==> config.mk <==
export PLATFORM = sky130hd
export DESIGN_NAME = smt_ctrl
export DESIGN_NICKNAME = d
export VERILOG_FILES = /design/src/rtl/core/smt_pkg.sv /design/src/rtl/core/smt_ctrl.sv
export SDC_FILE = /design/constraint.sdc
export NUM_CORES = 1
export LEC_CHECK = 0
export BUFFER_PORTS_ARGS = -buffer_cell sky130_fd_sc_hd__buf_2
export CORE_AREA = 2 2 39 41
export DETAILED_ROUTE_END_ITERATION = 8
export DIE_AREA = 0 0 41 43
export PLACE_DENSITY = 0.3
export SYNTH_ARGS = -nofsm -noshare
export SYNTH_HDL_FRONTEND = slang
export SYNTH_SLANG_ARGS = --single-unit
==> constraint.sdc <==
create_clock -name clk_i -period 1.25 [get_ports clk_i]
set_clock_uncertainty 0.15 [all_clocks]
set_input_delay 0.25 -clock clk_i [delete_from_list [all_inputs] [get_ports clk_i]]
set_output_delay 0.25 -clock clk_i [all_outputs]
set_load 0.01 [all_outputs]
==> src/rtl/core/smt_pkg.sv <==
// Shared types and constants for the sorted multiset table.
// Word layouts, the operation codes and the controller/datapath interface.
// No dependencies.
`timescale 1ns / 1ps

package smt_pkg;

  localparam int CAPACITY = 64;
  localparam int CNT_W    = $clog2(CAPACITY + 1);
  localparam int VAL_W    = 32;

  typedef enum logic [1:0] {
    OP_INSERT   = 2'd0,
    OP_REMOVE   = 2'd1,
    OP_CONTAINS = 2'd2
  } op_e;

  typedef enum logic [1:0] {
    ST_IDLE,
    ST_CMP,
    ST_UPD
  } state_e;

  typedef struct packed {
    logic [1:0]              op;
    logic signed [VAL_W-1:0] value;
  } in_word_t;

  typedef struct packed {
    logic             ok;
    logic [CNT_W-1:0] count;
    logic             empty_res;
  } out_word_t;

  typedef struct packed {
    logic load;
    logic cmp_en;
    logic upd_en;
  } dp_cmd_t;

endpackage

==> src/rtl/core/smt_ctrl.sv <==
// Controller for the sorted multiset table: accept, compare, update sequence
// and the valid/stall handshakes of both channels. Depends on smt_pkg.
`timescale 1ns / 1ps

module smt_ctrl
  import smt_pkg::*;
(
  input  logic    clk_i,
  input  logic    rst_ni,
  input  logic    in_valid_i,
  output logic    in_stall_o,
  output logic    out_valid_o,
  input  logic    out_stall_i,
  output dp_cmd_t cmd_o
);

  state_e state_q, state_d;
  logic   out_valid_q, out_valid_d;
  logic   out_free;
  logic   in_acc;

  assign out_free   = !out_valid_q || !out_stall_i;
  assign in_stall_o = !((state_q == ST_IDLE) || ((state_q == ST_UPD) && out_free));
  assign in_acc     = in_valid_i && !in_stall_o;

  always_comb begin
    state_d = state_q;
    unique case (state_q)
      ST_IDLE: begin
        if (in_acc) state_d = ST_CMP;
      end
      ST_CMP: begin
        state_d = ST_UPD;
      end
      ST_UPD: begin
        // hold until the output register can take the result
        if (out_free) state_d = in_acc ? ST_CMP : ST_IDLE;
      end
      default: state_d = ST_IDLE;
    endcase
  end

  always_comb begin
    cmd_o.load   = in_acc;
    cmd_o.cmp_en = (state_q == ST_CMP);
    cmd_o.upd_en = (state_q == ST_UPD) && out_free;
    out_valid_d  = cmd_o.upd_en ? 1'b1 : (out_valid_q && out_stall_i);
  end

  always_ff @(posedge clk_i or negedge rst_ni) begin
    if (!rst_ni) begin
      state_q     <= ST_IDLE;
      out_valid_q <= 1'b0;
    end else begin
      state_q     <= state_d;
      out_valid_q <= out_valid_d;
    end
  end

  assign out_valid_o = out_valid_q;

  a_accept_state: assert property (@(posedge clk_i) disable iff (!rst_ni)
    in_acc |-> (state_q == ST_IDLE) || (state_q == ST_UPD))
    else $error("word accepted while compare or stalled update in flight");

  a_no_overwrite: assert property (@(posedge clk_i) disable iff (!rst_ni)
    cmd_o.upd_en |-> !(out_valid_q && out_stall_i))
    else $error("result register overwritten while stalled");

  a_upd_sets_valid: assert property (@(posedge clk_i) disable iff (!rst_ni)
    cmd_o.upd_en |=> out_valid_q)
    else $error("update did not present a result");

endmodule

Word-level counts from Yosys, hierarchy flattened
Cells that the tools add are included.
{"block": "classes", "muxes": 5, "n_reduce_logical": 10, "eq_ne": 4}
{"cell": "$pmux 2 s3", "count": 1}
{"cell": "$mux 2", "count": 2}
{"cell": "$ne 2x2->1 const B", "count": 2}
{"cell": "$logic_and 1x1->1", "count": 3}
{"cell": "$logic_not 1->1", "count": 3}
{"cell": "$eq 2x1->1 const B", "count": 1}
{"cell": "$eq 2x2->1 const B", "count": 1}
{"cell": "$logic_not 2->1", "count": 1}
{"cell": "$logic_or 1x1->1", "count": 2}
{"cell": "$mux 1", "count": 2}
{"cell": "$reduce_and 2->1", "count": 1}
{"block": "word_totals", "elab_cells": 21, "input_bits": 4, "reg_bits": 3, "out_inout_bits": 5}

Logic depth before layout (Yosys ltp)
Gate-level depths: netlist of the first run.
{"block": "depth", "depth_word": 8, "mapped_depth": 3, "mapped_depth_nobuf": 2}

Worst setup path after synthesis of the first run
Ideal clock, no wire load.
{"block": "synth_timing", "path_kind": "reg-to-output", "start": "register out_valid_q (netlist: out_valid_o)", "end": "output cmd_o[2] (netlist name)", "setup_slack_ns": -0.004, "arrival_ns": 0.854, "path_stages_with_launch": 3, "cell_sequence": "dfrtp_1 > a311oi_1 > buf_4"}
{"block": "synth_via", "elab_chain_cells": 5}
{"element": "start, declared", "line_no": "smt_ctrl.sv:18", "source": "logic out_valid_q, out_valid_d;"}
{"element": "start signal, assigned", "line_no": "smt_ctrl.sv:56", "source": "out_valid_q <= out_valid_d;"}
{"element": "$logic_not 1->1", "line_no": "smt_ctrl.sv:22", "source": "assign out_free = !out_valid_q || !out_stall_i;"}
{"element": "$logic_or 1x1->1", "line_no": "smt_ctrl.sv:22"}
{"element": "$logic_and 1x1->1", "line_no": "smt_ctrl.sv:23", "source": "assign in_stall_o = !((state_q == ST_IDLE) || ((state_q == ST_UPD) && out_free));"}
{"element": "$logic_or 1x1->1", "line_no": "smt_ctrl.sv:23"}
{"element": "$logic_and 1x1->1", "line_no": "smt_ctrl.sv:24", "source": "assign in_acc = in_valid_i && !in_stall_o;"}
{"element": "end, declared", "line_no": "smt_ctrl.sv:14", "source": "output dp_cmd_t cmd_o"}
No other way between the ends.

==> results.toml, run 1 <==
[floorplanning]
core_region_area_mm2 = 0.00138
chipWidth_um = 41
num_rows = 14
start_util = 0.112
fp.dieArea_mm2 = 0.00176
die_y_um = 43
pin_count = 9

[worst_hold_path]
worstHoldPathType = "in2reg"

[outcome]
failed_checks = "negative setup slack"
status = "finished, violations left"

[place]
cell_area_reported_after_detailed_placement_um2 = 209
buffer_ports.inserted = 8
placer_congestion_estimate = 0.676

[clock_tree]
clkSlewWorstSetupHoldPaths_ns = 0.04
clock_root_cell = "clkbuf_4"
htreeDepth = 1
cts_made_buffers = 3
cts_tree = "done"
cts-root-to-sink-buffers = 2
clock_latency_ns = 0.23
number_of_clock_sinks = 3

[final_layout]
final_layout_size_suffix_gt1_frac = 0.679
num-nets-final = 33
filler_instances = 163
area_growth_pct = 73.4
stdcell_area_um2 = 269
insertedDiodeCount = 0

[logic_synthesis]
synth_largest_area_cell = "dfrtp_1"
postSynthCellCount = 15
syn-mean-instance-area_um2 = 10.3
synth_sequential_area_ratio = 0.484
postSynthRegisterBits = 3
ys_types = 10
postSynthNetCount = 19
mappedNetlistArea_um2 = 155
yosys_warnings = 0
synth.top_cell.area_share = 0.484
synth.top_cells.by_area = "dfrtp_1 (48%), a311oi_1 (11%), buf_4 (9.7%), a31o_1 (5.6%), nor2b_2 (5.6%)"

[timing]
layout_worst_path_cycle_share = 1.17
grt_setup_unrepaired = "true"
post-route-min-period_ns = 1.47
timing.final.max_slew_violations = 0
relSlewSlack = 0.813
setup_ws_ns = -0.217
max_slew.worst_pin.slew_ns = 0.279
clock.fmax_mhz = 682
final.hold.worst_slack_ns = 0.146
timing.final.hold_violations = 0
finalSetupViolCount = 4

[power_and_ir_drop]
intPower_uw = 285
post-layout-total-power_uw = 398
clockPowerShare = 0.422
netSwitchingPower_uw = 113
power_per_cell_area_mw_per_mm2 = 1480
switching_power_share_of_the_total = 0.284
power.ir.vdd_worst_uv = 472
share_of_total_power_in_sequential_cells = 0.347
combinational_fraction_of_design_power = 0.231
leakage_component_of_the_power_uw = 0.000130

[routing]
detail_route.wirelength_um = 411
drc_errors = 0
drt_first_iter_violations = 2
vias_per_cell = 3.55
drt_pre_antenna_iters = 3
post_drt_wl_per_cell_um = 9.34
detail-route-antenna-nets = 0
vias = 156

[critical_path]
cp-start-kind = "flop"
crit_arrival_ns = 1.07
critical_path.max_fanout = 5
required_ns = 0.85
timing.critical_path.to_type = "output port"
criticalPathCategory = "reg2out"

[global_route]
grt.total_usage = 0.0604
first_global_vias = 167
grt_pass1_wl_um = 634
grt_antenna_before_repair = 0
globalRouteOverflowTotal = 0
grt_start_max_net_pins = 6

[run]
max_cap_violations = 0
registers in the layout, summed over array words and instances, names as in the netlist:
| name | count |
|---|---|
| out_valid_o | 1 |
| state_q | 2 |
metal layers:
metal,vias up,track usage,wire [um]
li1,78,-,-
met1,70,0.0647,200
met2,8,0.0688,165
met3,0,0.0314,45
met4,0,0.0800,0
met5,-,0,0
logic make-up (layout without fill, tap and decap cells):
kind of cell	count (synthesis)	in the layout	share of synthesized area
and+or+nand+nor	4	4	0.145
buffers and inverters	3	16	0.121
AOI/OAI and AO/OA	5	5	0.250
DFF	3	3	0.484
path summary, 6_finish.rpt:
path / slack [ns] / startpoint / to / cells past startpoint
setup / recovery: -0.22 / out_valid_o / cmd_o[2] / 2
hold / removal: 0.15 / in_valid_i / state_q[0] / 3
setup reg to reg: 0.20 / state_q[0] / state_q[1] / 3
hold reg to reg: 0.36 / state_q[0] / state_q[0] / 1
max in group asynchronous: 0.64 / rst_ni / out_valid_o / 2
min in group asynchronous: 0.19 / rst_ni / state_q[0] / 2
Yosys cell counts:
master,count
a31o_1,1
nor2b_2,1
dfrtp_1,3
a21oi_1,1
o21bai_1,1
a311oi_1,2
inv_1,1
buf_4,2
nand2_1,2
nand2b_1,1
stage by stage:
stage / setup TNS [ns] / std cells / utilization / setup WS, ns
after floorplan: 0 / 15 / - / 0.00804
after global placement: 0 / 38 / 0.151 / 0.0117
after detailed placement: -0.0377 / 38 / 0.151 / -0.0377
after CTS: -0.746 / 44 / 0.193 / -0.231
after global routing: -0.911 / 44 / 0.194 / -0.284
final: -0.687 / 44 / 0.194 / -0.217
worst max-delay path, cell delays in order (launching register included):
cell	delay (ns)
dfrtp_2	0.43
a311oi_2	0.24
buf_2	0.17
power by group through the flow:
stage,Combinational [uW],Sequential [uW],Clock [uW]
after floorplan,42.8,132,0
after global placement,74.1,133,0
after detailed placement,74.1,133,0
after CTS,93.0,136,179
after global routing,102,141,189
final,91.9,138,168
area by class of cell:
type                            count  area [um^2]  share of cell area
Clock buffer                        4         26.3              0.0977
Timing Repair Buffer               11         65.1               0.242
Inverter                            1         3.75              0.0140
Multi-Input combinational cell      9         75.1               0.279
Sequential cell                     3         78.8               0.293
Tap cell                           16         20.0              0.0744
what timing repair did:
| action | in CTS | in global routing |
|---|---|---|
| setup buffers | 1 | 0 |
| endpoints found under the hold margin | 3 | 0 |
| gates resized for setup | 3 | 1 |
| hold buffers | 1 | 0 |
| pin swaps | 2 | 0 |
| endpoints found under the setup margin | 4 | 4 |
cells in the final DEF, fill, tap and decap left out:
cell type	Yosys	final
a311oi_2	0	1
a311oi_1	2	1
buf_4	2	2
a21oi_1	1	1
inv_1	1	1
clkbuf_4	0	3
nand2b_4	0	1
clkbuf_1	0	1
o21bai_1	1	1
a31o_1	1	1
buf_2	0	8
nand2_1	2	2
dfrtp_2	0	3
nor2b_2	1	1
dlygate4sd3_1	0	1
No activity file was read; power rests on OpenSTA's default activity.
==> run 2, diff against run 1 <==
==> constraint.sdc (replaced) <==
create_clock -name clk_i -period 1.3 [get_ports clk_i]
set_clock_uncertainty 0.15 [all_clocks]
set_input_delay 0.26 -clock clk_i [delete_from_list [all_inputs] [get_ports clk_i]]
set_output_delay 0.26 -clock clk_i [all_outputs]
set_load 0.01 [all_outputs]
==> results.toml, run 2 (synthesized netlist as in run 1, its figures left out) <==
[power_and_ir_drop]
power.ir.vdd_worst_uv = 312
leakage_component_of_the_power_uw = 0.000130
power_per_cell_area_mw_per_mm2 = 1390

[timing]
layout_worst_path_cycle_share = 1.15
grt_setup_unrepaired = "true"
timing.final.hold_violations = 0
timing.final.max_slew_violations = 0
post-route-min-period_ns = 1.49
relSlewSlack = 0.845
finalSetupViolCount = 4
setup_ws_ns = -0.189
clock.fmax_mhz = 672
max_slew.worst_pin.slew_ns = 0.230

[floorplanning]
die_y_um = 43
core_region_area_mm2 = 0.00138
start_util = 0.112
pin_count = 9
chipWidth_um = 41
num_rows = 14
fp.dieArea_mm2 = 0.00176

[place]
preCtsSetupSlack_ns = 0.0376
placer_congestion_estimate = 0.609
buffer_ports.inserted = 8

[global_route]
grt_antenna_before_repair = 0
first_global_vias = 132
grt.total_usage = 0.0524
grt_pass1_wl_um = 524
globalRouteOverflowTotal = 0
grt_start_max_net_pins = 7

[critical_path]
critical_path.max_fanout = 6
crit_slowest_cell = "dfrtp_2"
required_ns = 0.89
timing.critical_path.to_type = "output port"
criticalPathCategory = "reg2out"
crit_arrival_ns = 1.08
worst_stage_delay_on_the_critical_path_ns = 0.43
crit_chain = "a311oi_2, buf_2"
ff2ff_path_depth = 3
cp-start-kind = "flop"

[final_layout]
filler_instances = 153
flip_flop_count_of_the_largest_register_all_copies_and_words_added = 2
final_layout_size_suffix_gt1_frac = 0.630
largest-register = "state_q"
final_common_cell = "buf_2"
most_frequent_cells_in_the_layout = "buf_2 (7), clkbuf_4 (3), nand2_1 (2), dfrtp_2 (2)"
area_growth_pct = 75.0
insertedDiodeCount = 0
num-nets-final = 32
finalCoreUtilization = 0.196

[worst_hold_path]
worstHoldPathType = "in2reg"
min_path_cells = 3

[routing]
drt_pre_antenna_iters = 2
vias = 149
drc_errors = 0
post_drt_wl_per_cell_um = 8.23
vias_per_cell = 3.47
detail_route.wirelength_um = 354
detail-route-antenna-nets = 0
drt_first_iter_violations = 3

[outcome]
failed_checks = "negative setup slack"
status = "finished, violations left"

[clock_tree]
cts_tree = "done"
number_of_clock_sinks = 3
clock_latency_ns = 0.23
clock_root_cell = "clkbuf_4"
clkSlewWorstSetupHoldPaths_ns = 0.03
cts_made_buffers = 3
cts-root-to-sink-buffers = 2
htreeDepth = 1

[run]
max_cap_violations = 0
-- run 2: layout make-up --
cell class              count  area [um^2]  area share
multi-input cells           9         80.1       0.295
clock buffers               4         26.3      0.0968
repair buffers             10         63.8       0.235
inverters                   1         3.75      0.0138
flip-flops and latches      3         77.6       0.286
well taps                  16         20.0      0.0737
-- run 2: final timing paths --
check | start | to | slack (ns)
max | out_valid_o | cmd_o[2] | -0.19
max in group asynchronous | rst_ni | out_valid_o | 0.67
min reg2reg | state_q[0] | state_q[0] | 0.38
min in group asynchronous | rst_ni | state_q[1] | 0.21
min | in_valid_i | state_q[0] | 0.15
max reg2reg | state_q[0] | state_q[1] | 0.24
-- run 2: per-layer routing --
metal / vias to the layer above / global-route usage / part of all wire
li1: 75 / - / -
met4: 0 / 0.0800 / 0
met2: 8 / 0.0563 / 0.43
met3: 0 / 0.0314 / 0.12
met1: 66 / 0.0519 / 0.44
met5: - / 0 / 0
-- run 2: timing repair --
action | in CTS | in global routing
hold endpoints to repair | 3 | 0
gates resized for setup | 4 | 2
hold buffers | 1 | 0
buffers inserted | 0 | 1
pin swaps | 2 | 1
endpoints found under the setup margin | 4 | 4
-- run 2: per-stage QoR --
step | instances | hold slack [ns] | total power, uW | setup TNS [ns] | instance area (um^2)
after floorplan | 15 | -0.186 | 167 | 0 | 155
after global placement | 37 | -0.0937 | 192 | 0 | 200
after detailed placement | 37 | -0.0868 | 190 | 0 | 200
after CTS | 42 | 0.119 | 375 | -0.519 | 256
after global routing | 43 | 0.169 | 399 | -0.681 | 272
final | 43 | 0.148 | 376 | -0.497 | 272
-- run 2: worst max-delay path: cells and delay by family, from the launching register on --
family | cells | cell delay, ns
buffers and inverters | 1 | 0.16
AOI/OAI and AO/OA | 1 | 0.26
DFF | 1 | 0.43
-- run 2: where the power goes --
group / internal [uW] / leakage (uW) / switching (uW)
Sequential: 109 / 0.0000354 / 24.8
Combinational: 48.6 / 0.0000796 / 35.5
Clock: 115 / 0.0000150 / 43.2
Total: 272 / 0.000130 / 104
